## config.mk

```make
export PLATFORM = sky130hd
export DESIGN_NAME = amr_rtp_payload_depacketizer_unit
export DESIGN_NICKNAME = d
export VERILOG_FILES = /design/src/rtl/amrdp_pkg.sv /design/src/rtl/amr_rtp_payload_depacketizer_unit.sv /design/src/rtl/amrdp_ctrl.sv /design/src/rtl/amrdp_datapath.sv
export SDC_FILE = /design/constraint.sdc
export NUM_CORES = 1
export LEC_CHECK = 0
export BUFFER_PORTS_ARGS = -buffer_cell sky130_fd_sc_hd__buf_2
export CORE_MARGIN = 1.5
export CORE_UTILIZATION = 52
export DETAILED_ROUTE_END_ITERATION = 12
export GPL_ROUTABILITY_DRIVEN = 0
export PLACE_DENSITY_LB_ADDON = 0.3
export SETUP_SLACK_MARGIN = 0.15
export SLEW_MARGIN = 5
export SYNTH_ARGS = -nofsm -noshare
export SYNTH_HDL_FRONTEND = slang
export SYNTH_SLANG_ARGS = --single-unit
```

## constraint.sdc

```tcl
create_clock -name aclk -period 11.11 [get_ports aclk]
set_input_delay 2.222 -clock aclk [delete_from_list [all_inputs] [get_ports aclk]]
set_output_delay 2.222 -clock aclk [all_outputs]
set_load 0.03 [all_outputs]
```

## src/rtl/amrdp_pkg.sv

```systemverilog
package amrdp_pkg;

    // Default payload buffer depth in bytes.
    localparam int AMRDP_MAX_PAYLOAD_DEFAULT = 64;

    // Configuration register indexes.
    localparam logic [1:0] REG_OCTET_ALIGNED = 2'd0;
    localparam logic [1:0] REG_ALLOWED_MODES = 2'd1;
    localparam logic [1:0] REG_DEFAULT_MODE  = 2'd2;

    // Frame status codes.
    localparam logic [1:0] STATUS_OK        = 2'd0;
    localparam logic [1:0] STATUS_TOO_SHORT = 2'd1;
    localparam logic [1:0] STATUS_BAD_HDR   = 2'd2;
    localparam logic [1:0] STATUS_BAD_LEN   = 2'd3;

    // Header bit masks.
    localparam logic [7:0] OA_HDR_MASK  = 8'h84;
    localparam logic [7:0] OA_HDR_VALUE = 8'h04;

    // Header bits plus rounding to whole bytes, in each payload format.
    localparam logic [8:0] OA_LEN_BIAS = 9'd23;
    localparam logic [8:0] BE_LEN_BIAS = 9'd17;

    // Speech bits per frame type.
    localparam logic [7:0] FRAME_BITS [16] = '{
        8'd95, 8'd103, 8'd118, 8'd134, 8'd148, 8'd159, 8'd204, 8'd244,
        8'd39, 8'd0, 8'd0, 8'd0, 8'd0, 8'd0, 8'd0, 8'd0
    };

    // Commands from the controller to the datapath.
    typedef struct packed {
        logic accept;      // input transaction taken this cycle
        logic load_check;  // load the header or error result
        logic rd_en;       // read the next payload byte
        logic load_data;   // load one speech byte result
    } amrdp_cmd_t;

    // Status from the datapath to the controller.
    typedef struct packed {
        logic out_free;    // output register can take a result
        logic chk_last;    // the header or error result ends the payload
        logic dat_last;    // the current speech byte ends the payload
    } amrdp_sts_t;

endpackage

```

## src/rtl/amr_rtp_payload_depacketizer_unit.sv

```systemverilog
// AMR-NB RTP payload depacketizer for single-frame payloads. Payload bytes enter one per
// cycle on the slave stream while a payload is being collected, tlast marking the final
// byte, and are buffered in a MAX_PAYLOAD_BYTES deep single-port memory; bytes beyond that
// depth are dropped and the frame then fails its length check. After the last byte the
// block checks the header, then emits the storage-format frame: a header byte
// (frame type << 3 | 4) followed by the speech bytes, copied in octet-aligned mode or
// moved up by two bits in bandwidth-efficient mode. Each speech byte is first read from
// the payload memory and then loaded into the output register, which waits on
// back-pressure; the next payload is taken only after the last result is loaded.
// A short payload, a bad header or a wrong length gives a single result carrying the
// error in m_tuser.
// A good frame with a mode request below 8 moves the current codec mode to the highest
// allowed mode at or below the request. Configuration writes are taken every cycle and
// must only be issued while no payload is in progress.
module amr_rtp_payload_depacketizer_unit #(
    parameter int MAX_PAYLOAD_BYTES = amrdp_pkg::AMRDP_MAX_PAYLOAD_DEFAULT
) (
    input  logic        aclk,
    input  logic        aresetn,
    // Configuration write channel
    input  logic        cfg_valid,
    output logic        cfg_ready,
    input  logic [1:0]  cfg_index,
    input  logic [7:0]  cfg_data,
    // Payload input stream
    input  logic        s_tvalid,
    output logic        s_tready,
    input  logic [7:0]  s_tdata,   // [7:0] payload_byte
    input  logic        s_tlast,   // last_byte
    // Storage-format output stream
    output logic        m_tvalid,
    input  logic        m_tready,
    output logic [23:0] m_tdata,   // [7:0] storage_byte, [11:8] frame_type,
                                   // [15:12] requested_mode, [18:16] active_mode
    output logic        m_tlast,   // result_last
    output logic [1:0]  m_tuser    // [1:0] frame_status
);
    import amrdp_pkg::*;

    amrdp_cmd_t cmd;
    amrdp_sts_t sts;
    logic [7:0] out_byte;
    logic [1:0] out_status;
    logic [3:0] out_type;
    logic [3:0] out_req;
    logic [2:0] out_mode;

    assign cfg_ready = 1'b1;

    amrdp_ctrl u_ctrl (
        .aclk     (aclk),
        .aresetn  (aresetn),
        .s_tvalid (s_tvalid),
        .s_tlast  (s_tlast),
        .s_tready (s_tready),
        .sts      (sts),
        .cmd      (cmd)
    );

    amrdp_datapath #(
        .MAX_PAYLOAD_BYTES (MAX_PAYLOAD_BYTES)
    ) u_datapath (
        .aclk       (aclk),
        .aresetn    (aresetn),
        .cfg_valid  (cfg_valid),
        .cfg_index  (cfg_index),
        .cfg_data   (cfg_data),
        .in_byte    (s_tdata),
        .in_last    (s_tlast),
        .m_tready   (m_tready),
        .m_tvalid   (m_tvalid),
        .out_byte   (out_byte),
        .out_last   (m_tlast),
        .out_status (out_status),
        .out_type   (out_type),
        .out_req    (out_req),
        .out_mode   (out_mode),
        .cmd        (cmd),
        .sts        (sts)
    );

    // Pack the result fields, highest field first.
    assign m_tdata = {5'd0, out_mode, out_req, out_type, out_byte};
    assign m_tuser = out_status;

endmodule

```

## src/rtl/amrdp_ctrl.sv

```systemverilog
module amrdp_ctrl (
    input  logic                  aclk,
    input  logic                  aresetn,
    input  logic                  s_tvalid,
    input  logic                  s_tlast,
    output logic                  s_tready,
    input  amrdp_pkg::amrdp_sts_t sts,
    output amrdp_pkg::amrdp_cmd_t cmd
);
    import amrdp_pkg::*;

    localparam logic [1:0] ST_COLLECT = 2'd0;
    localparam logic [1:0] ST_CHECK   = 2'd1;
    localparam logic [1:0] ST_READ    = 2'd2;
    localparam logic [1:0] ST_EMIT    = 2'd3;

    logic [1:0] state_reg;
    logic [1:0] state_next;

    // Bytes are taken only while a payload is being collected.
    assign s_tready = (state_reg == ST_COLLECT);

    // Next state and command decode.
    always_comb begin
        state_next     = state_reg;
        cmd            = '0;
        unique case (state_reg)
            ST_COLLECT: begin
                cmd.accept = s_tvalid;
                if (s_tvalid && s_tlast) begin
                    state_next = ST_CHECK;
                end
            end
            ST_CHECK: begin
                if (sts.out_free) begin
                    cmd.load_check = 1'b1;
                    state_next     = sts.chk_last ? ST_COLLECT : ST_READ;
                end
            end
            ST_READ: begin
                cmd.rd_en  = 1'b1;
                state_next = ST_EMIT;
            end
            ST_EMIT: begin
                if (sts.out_free) begin
                    cmd.load_data = 1'b1;
                    state_next    = sts.dat_last ? ST_COLLECT : ST_READ;
                end
            end
            default: begin
                state_next = ST_COLLECT;
            end
        endcase
    end

    always_ff @(posedge aclk) begin
        if (!aresetn) begin
            state_reg <= ST_COLLECT;
        end else begin
            state_reg <= state_next;
        end
    end

endmodule

```

## src/rtl/amrdp_datapath.sv

```systemverilog
module amrdp_datapath #(
    parameter int MAX_PAYLOAD_BYTES = amrdp_pkg::AMRDP_MAX_PAYLOAD_DEFAULT
) (
    input  logic                  aclk,
    input  logic                  aresetn,
    // Configuration writes
    input  logic                  cfg_valid,
    input  logic [1:0]            cfg_index,
    input  logic [7:0]            cfg_data,
    // Input payload byte
    input  logic [7:0]            in_byte,
    input  logic                  in_last,
    // Output stream
    input  logic                  m_tready,
    output logic                  m_tvalid,
    output logic [7:0]            out_byte,
    output logic                  out_last,
    output logic [1:0]            out_status,
    output logic [3:0]            out_type,
    output logic [3:0]            out_req,
    output logic [2:0]            out_mode,
    // Controller link
    input  amrdp_pkg::amrdp_cmd_t cmd,
    output amrdp_pkg::amrdp_sts_t sts
);
    import amrdp_pkg::*;

    localparam int AW = $clog2(MAX_PAYLOAD_BYTES);
    localparam int CW = $clog2(MAX_PAYLOAD_BYTES + 2);
    localparam logic [CW-1:0] CNT_MAX = CW'(MAX_PAYLOAD_BYTES);

    // Configuration and mode state.
    logic       octet_reg;
    logic [7:0] allowed_reg;
    logic [2:0] mode_reg;
    logic [2:0] mode_next;

    // Payload buffer and collection state.
    logic [7:0]    store_mem [MAX_PAYLOAD_BYTES];
    logic [7:0]    rd_data_reg;
    logic [CW-1:0] cnt_reg;
    logic [CW-1:0] cnt_inc;
    logic [CW-1:0] len_reg;
    logic [7:0]    byte0_reg;
    logic [7:0]    byte1_reg;

    // Emission state.
    logic [CW-1:0] idx_reg;
    logic [CW-1:0] idx_plus;
    logic [7:0]    prev_reg;
    logic [3:0]    ft_reg;
    logic [3:0]    req_reg;
    logic          need_read;

    // Output register.
    logic          valid_reg;
    logic [7:0]    obyte_reg;
    logic          olast_reg;
    logic [1:0]    ostat_reg;
    logic [3:0]    otype_reg;
    logic [3:0]    oreq_reg;
    logic [2:0]    omode_reg;
    logic          out_free;

    // Header check.
    logic [3:0]    chk_req;
    logic [3:0]    chk_ft;
    logic          chk_bad_hdr;
    logic [8:0]    chk_sum;
    logic [5:0]    chk_need;
    logic [1:0]    chk_status;
    logic          chk_ok;

    assign out_free = !valid_reg || m_tready;
    assign cnt_inc  = (cnt_reg <= CNT_MAX) ? CW'(cnt_reg + 1'b1) : cnt_reg;
    assign idx_plus = CW'(idx_reg + 1'b1);

    // Decode the payload header in the selected format.
    always_comb begin
        chk_req = byte0_reg[7:4];
        if (octet_reg) begin
            chk_bad_hdr = (byte1_reg & OA_HDR_MASK) != OA_HDR_VALUE;
            chk_ft      = byte1_reg[6:3];
            chk_sum     = 9'(FRAME_BITS[chk_ft]) + OA_LEN_BIAS;
        end else begin
            chk_bad_hdr = byte0_reg[3] || !byte1_reg[6];
            chk_ft      = {byte0_reg[2:0], byte1_reg[7]};
            chk_sum     = 9'(FRAME_BITS[chk_ft]) + BE_LEN_BIAS;
        end
        chk_need = chk_sum[8:3];
        priority if (len_reg < CW'(2)) begin
            chk_status = STATUS_TOO_SHORT;
        end else if (chk_bad_hdr) begin
            chk_status = STATUS_BAD_HDR;
        end else if (len_reg != CW'(chk_need)) begin
            chk_status = STATUS_BAD_LEN;
        end else begin
            chk_status = STATUS_OK;
        end
        chk_ok = (chk_status == STATUS_OK);
    end

    // Highest allowed mode at or below the request; an ascending scan keeps the last hit.
    always_comb begin
        mode_next = mode_reg;
        if (!chk_req[3]) begin
            for (int m = 0; m < 8; m++) begin
                if (4'(m) <= chk_req && allowed_reg[m]) begin
                    mode_next = 3'(m);
                end
            end
        end
    end

    // In the compact format the last speech byte has no follower to borrow bits from.
    assign need_read = octet_reg || (idx_plus < len_reg);

    assign sts.out_free = out_free;
    assign sts.chk_last = !chk_ok || (octet_reg && len_reg == CW'(2));
    assign sts.dat_last = (idx_plus == len_reg);

    // Configuration registers and the current codec mode.
    always_ff @(posedge aclk) begin
        if (!aresetn) begin
            octet_reg   <= 1'b0;
            allowed_reg <= 8'hFF;
            mode_reg    <= 3'd7;
        end else begin
            if (cfg_valid) begin
                unique case (cfg_index)
                    REG_OCTET_ALIGNED: octet_reg   <= cfg_data[0];
                    REG_ALLOWED_MODES: allowed_reg <= cfg_data;
                    REG_DEFAULT_MODE:  mode_reg    <= cfg_data[2:0];
                    default: ;
                endcase
            end
            if (cmd.load_check && chk_ok) begin
                mode_reg <= mode_next;
            end
        end
    end

    // Byte counter with saturation one above the buffer depth.
    always_ff @(posedge aclk) begin
        if (!aresetn) begin
            cnt_reg <= '0;
        end else if (cmd.accept) begin
            cnt_reg <= in_last ? '0 : cnt_inc;
        end
    end

    // Payload buffer writes, header byte copies and the frame length.
    always_ff @(posedge aclk) begin
        if (cmd.accept) begin
            if (cnt_reg < CNT_MAX) begin
                store_mem[cnt_reg[AW-1:0]] <= in_byte;
            end
            if (cnt_reg == CW'(0)) begin
                byte0_reg <= in_byte;
            end
            if (cnt_reg == CW'(1)) begin
                byte1_reg <= in_byte;
            end
            if (in_last) begin
                len_reg <= cnt_inc;
            end
        end
    end

    // Registered buffer read.
    always_ff @(posedge aclk) begin
        if (cmd.rd_en && need_read) begin
            rd_data_reg <= octet_reg ? store_mem[idx_reg[AW-1:0]]
                                     : store_mem[idx_plus[AW-1:0]];
        end
    end

    // Speech byte walk.
    always_ff @(posedge aclk) begin
        if (cmd.load_check) begin
            idx_reg  <= octet_reg ? CW'(2) : CW'(1);
            prev_reg <= byte1_reg;
            ft_reg   <= chk_ft;
            req_reg  <= chk_req;
        end else if (cmd.load_data) begin
            idx_reg  <= idx_plus;
            prev_reg <= rd_data_reg;
        end
    end

    // Output register valid flag.
    always_ff @(posedge aclk) begin
        if (!aresetn) begin
            valid_reg <= 1'b0;
        end else if (cmd.load_check || cmd.load_data) begin
            valid_reg <= 1'b1;
        end else if (m_tready) begin
            valid_reg <= 1'b0;
        end
    end

    // Output register payload.
    always_ff @(posedge aclk) begin
        if (cmd.load_check) begin
            olast_reg <= sts.chk_last;
            ostat_reg <= chk_status;
            omode_reg <= chk_ok ? mode_next : mode_reg;
            unique case (chk_status)
                STATUS_OK: begin
                    obyte_reg <= {1'b0, chk_ft, 3'b100};
                    otype_reg <= chk_ft;
                    oreq_reg  <= chk_req;
                end
                STATUS_TOO_SHORT: begin
                    obyte_reg <= 8'd0;
                    otype_reg <= 4'd0;
                    oreq_reg  <= 4'd0;
                end
                STATUS_BAD_HDR: begin
                    obyte_reg <= 8'd0;
                    otype_reg <= 4'd0;
                    oreq_reg  <= chk_req;
                end
                default: begin
                    obyte_reg <= 8'd0;
                    otype_reg <= chk_ft;
                    oreq_reg  <= chk_req;
                end
            endcase
        end else if (cmd.load_data) begin
            olast_reg <= sts.dat_last;
            ostat_reg <= STATUS_OK;
            otype_reg <= ft_reg;
            oreq_reg  <= req_reg;
            omode_reg <= mode_reg;
            if (octet_reg) begin
                obyte_reg <= rd_data_reg;
            end else begin
                obyte_reg <= {prev_reg[5:0], need_read ? rd_data_reg[7:6] : 2'b00};
            end
        end
    end

    assign m_tvalid   = valid_reg;
    assign out_byte   = obyte_reg;
    assign out_last   = olast_reg;
    assign out_status = ostat_reg;
    assign out_type   = otype_reg;
    assign out_req    = oreq_reg;
    assign out_mode   = omode_reg;

endmodule

```

==> results of run 1 <==
-- critical path, stage by stage --
cell and delay (ns):
buf_2 0.13, nand2_1 0.26, nor3_1 0.52, nand3_1 0.59, nor2_1 1.00
-- final timing paths --
path | start | to | slack [ns] | depth (start not counted)
worst max-delay path | s_tvalid | u_datapath.store_mem[30][0] | 6.61 | 5
worst min-delay path | u_datapath.allowed_reg[6] | u_datapath.allowed_reg[6] | 0.49 | 2
worst max register to register | u_datapath.idx_reg[0] | u_datapath.rd_data_reg[6] | 6.67 | 13
worst min register to register | u_datapath.allowed_reg[6] | u_datapath.allowed_reg[6] | 0.49 | 2
-- area by class of cell --
cell class              instances  area (µm²)
fillers                      4036       23300
flip-flops and latches        608       18000
inverters                      24        90.1
repair buffers                 69         435
diodes                          1        2.50
well taps                     748         936
multi-input cells             834       10400
clock buffers                  75        1610
clock inverters                39         443
-- cell usage after synthesis (9+ instances only) --
cell      number  area [µm²]
edfxtp_1     586       17600
mux4_2       315        7090
nand2_1      102         383
nor2_1       101         379
clkbuf_1      40         150
buf_2         38         190
a21oi_1       32         160
mux2i_1       30         300
o21ai_0       29         145
ha_1          24         300
inv_1         23        86.3
nand3_1       23         115
dfxtp_1       22         440
buf_4         20         150
nor2b_1       16         100
xnor2_1       16         140
nand3b_1      14         105
buf_6          9         101
-- metrics by stage --
| stage | util [%] | cell area (µm²) | hold slack [ns] | setup slack (ns) |
|---|---|---|---|---|
| final | 57.8 | 31900 | 0.491 | 6.61 |
| after global routing | 57.8 | 31900 | 0.531 | 6.27 |
| after CTS | 57.8 | 31900 | 0.495 | 6.58 |
| after detailed placement | 54.1 | 29800 | 0.487 | 6.16 |
| after global placement | 54.1 | 29800 | 0.479 | 6.31 |
| after floorplan | - | 29100 | 0.421 | 7.11 |
-- layer usage --
metal / vias to the layer above / global-route usage (%) / wire, µm
met5: - / 0 / 15
met4: 2 / 9.55 / 2620
met2: 969 / 41.6 / 35400
li1: 6581 / - / -
met3: 163 / 6.80 / 7530
met1: 8613 / 35.7 / 27900
-- cell families (layout without fill, tap and decap cells) --
logic type      after synthesis  in the layout  synth area share, %
mux                         353            353                 26.0
buf+inv                     138            207                 2.49
simple gates                306            306                 4.86
flops                       608            608                 62.1
other cells                   2              7               0.0259
xor+xnor                     22             22                0.689
compound gates              123            123                 2.78
fa+ha+maj                    24             24                 1.03
-- report_power, final --
group / total (W) / internal [W] / switching (W)
Clock: 0.00212 / 0.00124 / 0.000885
Combinational: 0.000503 / 0.000212 / 0.000291
Sequential: 0.00255 / 0.00254 / 0.0000146
Total: 0.00518 / 0.00399 / 0.00119
==> results.py, run 1 <==
metrics = {
    "placement": {
        "io_buffers": 47,
        "dp_hpwl_um": 44700,
        "dp.cells": 2283,
    },
    "logic_synthesis": {
        "synth_area_per_cell_um2": 18.4,
        "yosysSeqAreaShare_pct": 62.1,
        "netlist_area_mm2": 0.0291,
        "synth.distinct_cells": 66,
        "ys_warn_count": 0,
        "ys_ff_latch": 608,
        "synth_edf_count": 586,
        "syn_inst": 1576,
        "postSynth.asyncResetShare_pct": 0,
        "synth_flop_cell": "edfxtp_1",
    },
    "min_path": {
        "hp-class": "flip-flop to flip-flop",
    },
    "pwr": {
        "p_total_w": 0.00518,
        "power_density_mw_per_mm2": 162,
        "power_leakage_nw": 10.2,
        "ir_worst_vdd_mv": 0.135,
    },
    "global_routing": {
        "grt_max_degree": 147,
        "overflow": 0,
        "grt_pass1_vias": 16400,
        "gr-usage-all-layers_pct": 26.3,
        "grt_pass1_wl_um": 108000,
        "antenna_found_initial": 1,
    },
    "sta": {
        "clock_skew_ns": 0.0246,
        "rsz0062_at_grt": "no",
        "maxSlewHeadroom_pct": 13.4,
        "setup-tns-final_ns": 0,
        "worstMarginPinSlew_ns": 1.30,
        "fin_crit_ns": 4.50,
        "min_period_over_period_pct": 40.5,
        "fmax_mhz": 222,
        "setup_viol_count_final": 0,
        "slew_viol_final": 0,
        "hold_viol_final": 0,
    },
    "die": {
        "start_util_pct": 52.6,
        "coreArea_mm2": 0.0552,
        "num_rows": 86,
        "io_pins": 54,
        "die_width_um": 239,
        "dieHeight_um": 239,
        "die_area_mm2": 0.0573,
    },
    "job": {
        "drv_cap": 0,
    },
    "cells_and_area": {
        "largest_register_ffs": 512,
        "final_nets": 1646,
        "mostFrequentLayoutCell": "edfxtp_1",
        "drive_gt1_share_pct": 30.2,
        "final_cells": 2398,
        "area_growth_pct": 9.82,
        "layout_common_cells": "586 x edfxtp_1, 315 x mux4_2, 102 x nand2_1",
    },
    "routing": {
        "wirelength_um": 73500,
        "first_iter_violations": 2040,
        "drt-pass1-iter-count": 5,
        "route.detailed.wl_per_inst_um": 30.6,
        "final_antenna_net_count": 0,
        "vias": 16300,
        "viasPerCell": 6.81,
        "drc": 0,
    },
    "clock_network": {
        "post_cts_buffers": 0,
        "cts_hold_repair.buffers": 0,
        "cts.sinks": 608,
        "clk_path_buf_depth": 3,
        "cts_root_buf": "clkbuf_16",
        "htree_levels": 2,
        "postCtsResizedCells": 0,
        "insertion_delay_ns": 0.63,
        "clkTransAtPathRegs_ns": 0.06,
        "cts_tree": "done",
        "numCtsBuffers": 61,
    },
    "status": {
        "status": "finished clean",
    },
    "setup_path": {
        "crit_arrival_ns": 4.73,
        "critPathKind": "input port to flip-flop",
        "cp.required_ns": 11.34,
        "endpoint_kind": "flip-flop",
        "start_kind": "input port",
        "critPathMaxFanout": 11,
    },
}
(Power assumes the default switching activity.)
==> run 2, diff against run 1 <==
- clock period: 11.11 -> 4 ns (I/O delays scaled with it)
==> results.py, run 2 (synthesis gave the netlist of run 1 again) <==
metrics = {
    "sta": {
        "clock_skew_ns": 0.0239,
        "hold_viol_final": 0,
        "maxSlewHeadroom_pct": 9.81,
        "worstMarginPinSlew_ns": 1.35,
        "rsz0062_at_grt": "no",
        "setup_viol_count_final": 0,
        "fmax_mhz": 278,
        "setup-tns-final_ns": 0,
        "min_period_over_period_pct": 89.8,
        "fin_crit_ns": 3.59,
        "holdWs_ns": 0.417,
        "slew_viol_final": 0,
    },
    "die": {
        "die_width_um": 239,
        "num_rows": 86,
        "coreArea_mm2": 0.0552,
        "start_util_pct": 52.6,
        "io_pins": 54,
        "die_area_mm2": 0.0573,
        "dieHeight_um": 239,
    },
    "clock_network": {
        "htree_levels": 2,
        "cts.sinks": 608,
        "clkTransAtPathRegs_ns": 0.06,
        "cts_root_buf": "clkbuf_16",
        "insertion_delay_ns": 0.64,
        "numCtsBuffers": 60,
        "clk_path_buf_depth": 3,
        "cts_tree": "done",
    },
    "setup_path": {
        "crit_arrival_ns": 4.06,
        "slowest_stage": "edfxtp_1",
        "worstPathCellList": "inv_1 > ha_1 > inv_1 > o32a_1 > o32ai_2 > xnor2_1 > a21oi_1 > nand4_1 > o31ai_2 > ha_2 > nand2_2 > and2_1 > a211oi_1 > o21ai_0",
        "critPathMaxFanout": 12,
        "cp.required_ns": 4.47,
        "start_kind": "flip-flop",
        "worst_path_largest_cell_delay_ns": 0.44,
        "endpoint_kind": "flip-flop",
        "path_common_cell": "inv_1",
        "critPathKind": "flip-flop to flip-flop",
    },
    "global_routing": {
        "met1_usage_pct": 37.2,
        "grt_pass1_wl_um": 109000,
        "met2_usage_pct": 41.8,
        "grt_max_degree": 89,
        "top_usage_layer": "met2",
        "antenna_found_initial": 1,
        "grt_pass1_vias": 16500,
        "gr-usage-all-layers_pct": 26.2,
        "use_met3_pct": 4.69,
        "overflow": 0,
    },
    "cells_and_area": {
        "final_nets": 1742,
        "fill_cells": 3925,
        "largest_register_ffs": 512,
        "layout_common_cells": "586 x edfxtp_1, 315 x mux4_2, 109 x buf_4",
        "post-route-util_pct": 59.1,
        "drive_gt1_share_pct": 33.9,
        "area_growth_pct": 12.2,
        "diodes": 0,
        "design_area_mm2": 0.0326,
        "mostFrequentLayoutCell": "edfxtp_1",
    },
    "pwr": {
        "power_leakage_nw": 10.7,
        "p_total_w": 0.0141,
        "power_density_mw_per_mm2": 433,
        "ir_worst_vdd_mv": 0.361,
    },
    "min_path": {
        "hp-class": "input port to flip-flop",
    },
    "status": {
        "status": "finished clean",
    },
    "routing": {
        "viasPerCell": 6.70,
        "vias": 16700,
        "wirelength_um": 73000,
        "route.detailed.wl_per_inst_um": 29.3,
        "drt-pass1-iter-count": 6,
        "final_antenna_net_count": 0,
        "first_iter_violations": 2117,
        "drc": 0,
    },
    "placement": {
        "placed_cell_area_mm2": 0.0306,
        "io_buffers": 47,
        "dp_hpwl_um": 46300,
    },
    "job": {
        "drv_cap": 0,
    },
}
## run 2: cell types whose count changed in the layout (fill, tap and decap cells not counted), sizes merged
cell,previous run,this run
buf,69,166
clkbuf,75,70
clkinv,21,25
clkinvlp,6,2
bufinv,9,7
diode,1,0
inv,27,28
## run 2: power by group
| group | switching, W | internal, W | total, W | leakage [nW] |
|---|---|---|---|---|
| Combinational | 0.000801 | 0.000623 | 0.00142 | 4.26 |
| Clock | 0.00238 | 0.00322 | 0.00561 | 0.947 |
| Sequential | 0.0000443 | 0.00705 | 0.00709 | 5.47 |
| Total | 0.00323 | 0.0109 | 0.0141 | 10.7 |
## run 2: metal layers
metal / vias up / share of wire (%)
li1: 6784 / -
met1: 8812 / 40
met2: 923 / 48
met3: 142 / 9.1
met4: 2 / 2.9
met5: - / 0.0096
## run 2: layout make-up
class	instances	area [µm²]	area share (%)
sequential	608	18000	55.3
clock buffer	70	1560	4.78
multi-input combinational	834	10400	31.8
timing repair buffer	166	1250	3.84
tap	748	936	2.87
clock inverter	38	369	1.13
inverter	24	90.1	0.276
## run 2: worst paths after layout
path,startpoint,slack [ns],endpoint,depth (start not counted)
worst min-delay path,cfg_data[6],0.42,u_datapath.allowed_reg[6],3
worst min register to register,u_datapath.allowed_reg[3],0.49,u_datapath.allowed_reg[3],2
worst max register to register,u_datapath.byte1_reg[3],0.41,u_datapath.mode_reg[1],14
worst max-delay path,u_datapath.byte1_reg[3],0.41,u_datapath.mode_reg[1],14
## run 2: through the flow
step | worst slack [ns] | std cells
floorplan | 0.424 | 1580
global placement | 0.322 | 2369
detailed placement | -0.00355 | 2369
CTS | 0.162 | 2477
global route | 0.128 | 2488
finish | 0.406 | 2488
## run 2: repair_timing
action / CTS / global route
endpoints found under the setup margin: 4 / 7
resized for setup: 2 / 2
pin swaps: 0 / 3
setup buffers: 0 / 11
hold buffers: 0 / 0
## run 2: worst max-delay path: cells and delay by family (launching register included)
kind	cells	cell delay, ns
fa+ha+maj	2	0.65
buf+inv	2	0.22
simple gates	3	0.60
compound gates	6	1.44
flops	1	0.44
xor+xnor	1	0.09
==> run 3, diff against run 2 <==
- SYNTH_HIERARCHICAL: not set -> 1
- clock period: 4 -> 4.5 ns (I/O delays scaled with it)
==> results.py, run 3 <==
metrics = {
    "setup_path": {
        "reg2reg_from": "u_datapath/byte1_reg[3]",
        "cp.required_ns": 5.05,
        "rr_worst_depth": 15,
        "cp_num_cells": 15,
        "start_kind": "flip-flop",
        "critPathTopFamily": "compound AO/OA/AOI/OAI gates",
        "critPathLaunch": "u_datapath/byte1_reg[3]",
        "worstPathCellList": "inv_1 > ha_1 > nor2b_1 > a211o_1 > o311ai_1 > nor2_1 > o32a_1 > nand4_1 > o21ai_1 > ha_1 > nand2_2 > nand2_1 > o311ai_0 > o21ai_0 > nand2_1",
        "rrSetupSlack_ns": 0.62,
        "reg2reg_to": "u_datapath/mode_reg[2]",
        "crit_arrival_ns": 4.43,
        "crit_buf_inv": 1,
        "worst_path_largest_cell_delay_ns": 0.53,
        "critPathMaxFanout": 16,
        "endpoint_kind": "flip-flop",
        "critPathKind": "flip-flop to flip-flop",
        "endpoint": "u_datapath/mode_reg[2]",
        "slowest_stage": "edfxtp_1",
    },
    "global_routing": {
        "grt_max_degree": 124,
        "grt_pass1_wl_um": 103000,
        "antenna_found_initial": 0,
        "grt_pass1_vias": 15900,
        "gr-usage-all-layers_pct": 24.6,
        "overflow": 0,
    },
    "job": {
        "drv_cap": 0,
    },
    "routing": {
        "route.detailed.wl_per_inst_um": 28.1,
        "vias": 16000,
        "drt-pass1-iter-count": 5,
        "viasPerCell": 6.60,
        "wirelength_um": 68200,
        "drc": 0,
        "final_antenna_net_count": 0,
        "first_iter_violations": 2076,
    },
    "pwr": {
        "ir_worst_vdd_mv": 0.259,
        "clkPwrFrac_pct": 40.4,
        "power_switching_w": 0.00294,
        "p_total_w": 0.0127,
        "internal_power_w": 0.00975,
        "power_leakage_nw": 10.4,
        "p_seq_share_pct": 49.8,
        "combPwrFrac_pct": 9.8,
        "switching_share_pct": 23.1,
        "power_density_mw_per_mm2": 394,
    },
    "clock_network": {
        "postCtsResizedCells": 0,
        "cts_root_buf": "clkbuf_16",
        "htree_levels": 3,
        "cts_tree": "done",
        "clk_path_buf_depth": 3,
        "clkTransAtPathRegs_ns": 0.06,
        "cts_hold_repair.buffers": 0,
        "insertion_delay_ns": 0.61,
        "numCtsBuffers": 67,
        "post_cts_buffers": 0,
        "cts.sinks": 608,
    },
    "logic_synthesis": {
        "syn_inst": 1567,
        "yosys-top-cells-count": "586 x edfxtp_1, 320 x mux4_2, 108 x nor2_1, 73 x nand2_1, 47 x clkbuf_1",
        "synth.most_common_cell": "edfxtp_1",
        "synth_flop_cell": "edfxtp_1",
        "ys_warn_count": 6,
        "synth.distinct_cells": 68,
        "yosysSeqAreaShare_pct": 62.0,
        "synth.largest_area_cell": "edfxtp_1",
        "synth_top_cell_area_share_pct": 60.5,
        "synth_edf_count": 586,
        "ys_ff_latch": 608,
        "synth_area_leaders": "edfxtp_1 61%, mux4_2 25%, dfxtp_1 1.5%",
        "postSynth.asyncResetShare_pct": 0,
        "netlist_area_mm2": 0.0291,
        "synth_area_per_cell_um2": 18.6,
    },
    "cells_and_area": {
        "diodes": 0,
        "design_area_mm2": 0.0322,
        "drive_gt1_share_pct": 32.2,
        "post-route-util_pct": 58.4,
        "final_nets": 1674,
        "area_growth_pct": 10.8,
        "largest_register_ffs": 512,
        "mostFrequentLayoutCell": "edfxtp_1",
        "layout_common_cells": "586 x edfxtp_1, 320 x mux4_2, 107 x nor2_1",
    },
    "sta": {
        "fin_crit_ns": 3.88,
        "worstMarginPinSlew_ns": 1.21,
        "maxSlewHeadroom_pct": 19.6,
        "holdWs_ns": 0.489,
        "hold_viol_final": 0,
        "setup-tns-final_ns": 0,
        "rsz0062_at_grt": "no",
        "slew_viol_final": 0,
        "min_period_over_period_pct": 86.3,
        "setup_viol_count_final": 0,
        "clock_skew_ns": 0.0188,
        "fmax_mhz": 258,
    },
    "placement": {
        "dp_hpwl_um": 44300,
        "io_buffers": 47,
        "placed_cell_area_mm2": 0.0302,
    },
    "die": {
        "dieHeight_um": 239,
        "coreArea_mm2": 0.0552,
        "die_width_um": 239,
        "num_rows": 86,
        "die_area_mm2": 0.0573,
        "start_util_pct": 52.7,
        "io_pins": 54,
    },
    "min_path": {
        "hp-class": "flip-flop to flip-flop",
    },
    "status": {
        "status": "finished clean",
    },
}
[run 3: power by group through the flow]
stage	sequential, W	combinational (W)	clock [W]
after floorplan	0.00642	0.000838	0
after global placement	0.00643	0.00122	0
after detailed placement	0.00643	0.00124	0
after CTS	0.00631	0.00125	0.00523
after global routing	0.00632	0.00132	0.00545
final	0.00631	0.00124	0.00513
[run 3: worst min-delay path, delay by kind of cell, from the launching register on]
family | cells | cell delay [ns]
DFF | 1 | 0.31
and+or+nand+nor | 2 | 0.13
[run 3: logic make-up after synthesis]
kind of cell	share of synthesized area, %
AOI/OAI and AO/OA	3.00
muxes	26.3
xor gates and xnor gates	0.749
adders and majority gates	1.03
DFF	62.0
other	0.0258
and+or+nand+nor	4.20
buffers and inverters	2.63
[run 3: cell type report]
cell class	count	area, µm²
clock inverter	37	263
sequential	608	18000
fill	3991	23000
clock buffer	85	1790
inverter	38	143
timing repair buffer	101	716
tap	748	936
multi-input combinational	810	10300
[run 3: per-layer routing]
layer  vias up  wire length [µm]  track usage [%]
li1       6640                 -                -
met1      8410             27500             35.1
met2       857             33100             39.1
met3       113              5710             4.09
met4         0              1860             8.25
met5         -                 0                0
[run 3: through the flow]
| step | setup WS [ns] | std cells |
|---|---|---|
| 2_1_floorplan | 1.16 | 1571 |
| 3_3_place_gp | 0.722 | 2305 |
| 3_5_place_dp | 0.509 | 2305 |
| 4_1_cts | 0.478 | 2427 |
| 5_1_grt | 0.348 | 2427 |
| 6_report | 0.618 | 2427 |
[run 3: how the worst min path moves through the flow]
stage	to	slack [ns]	start	cells past startpoint
after floorplan	u_datapath/req_reg[0]	0.42	u_datapath/byte0_reg[4]	0
after global placement	u_datapath/allowed_reg[1]	0.45	u_datapath/allowed_reg[1]	2
after detailed placement	u_datapath/allowed_reg[1]	0.48	u_datapath/allowed_reg[1]	2
after CTS	u_datapath/allowed_reg[6]	0.48	cfg_data[6]	3
after global routing	u_datapath/allowed_reg[1]	0.51	u_datapath/allowed_reg[1]	2
final	u_datapath/allowed_reg[1]	0.49	u_datapath/allowed_reg[1]	2
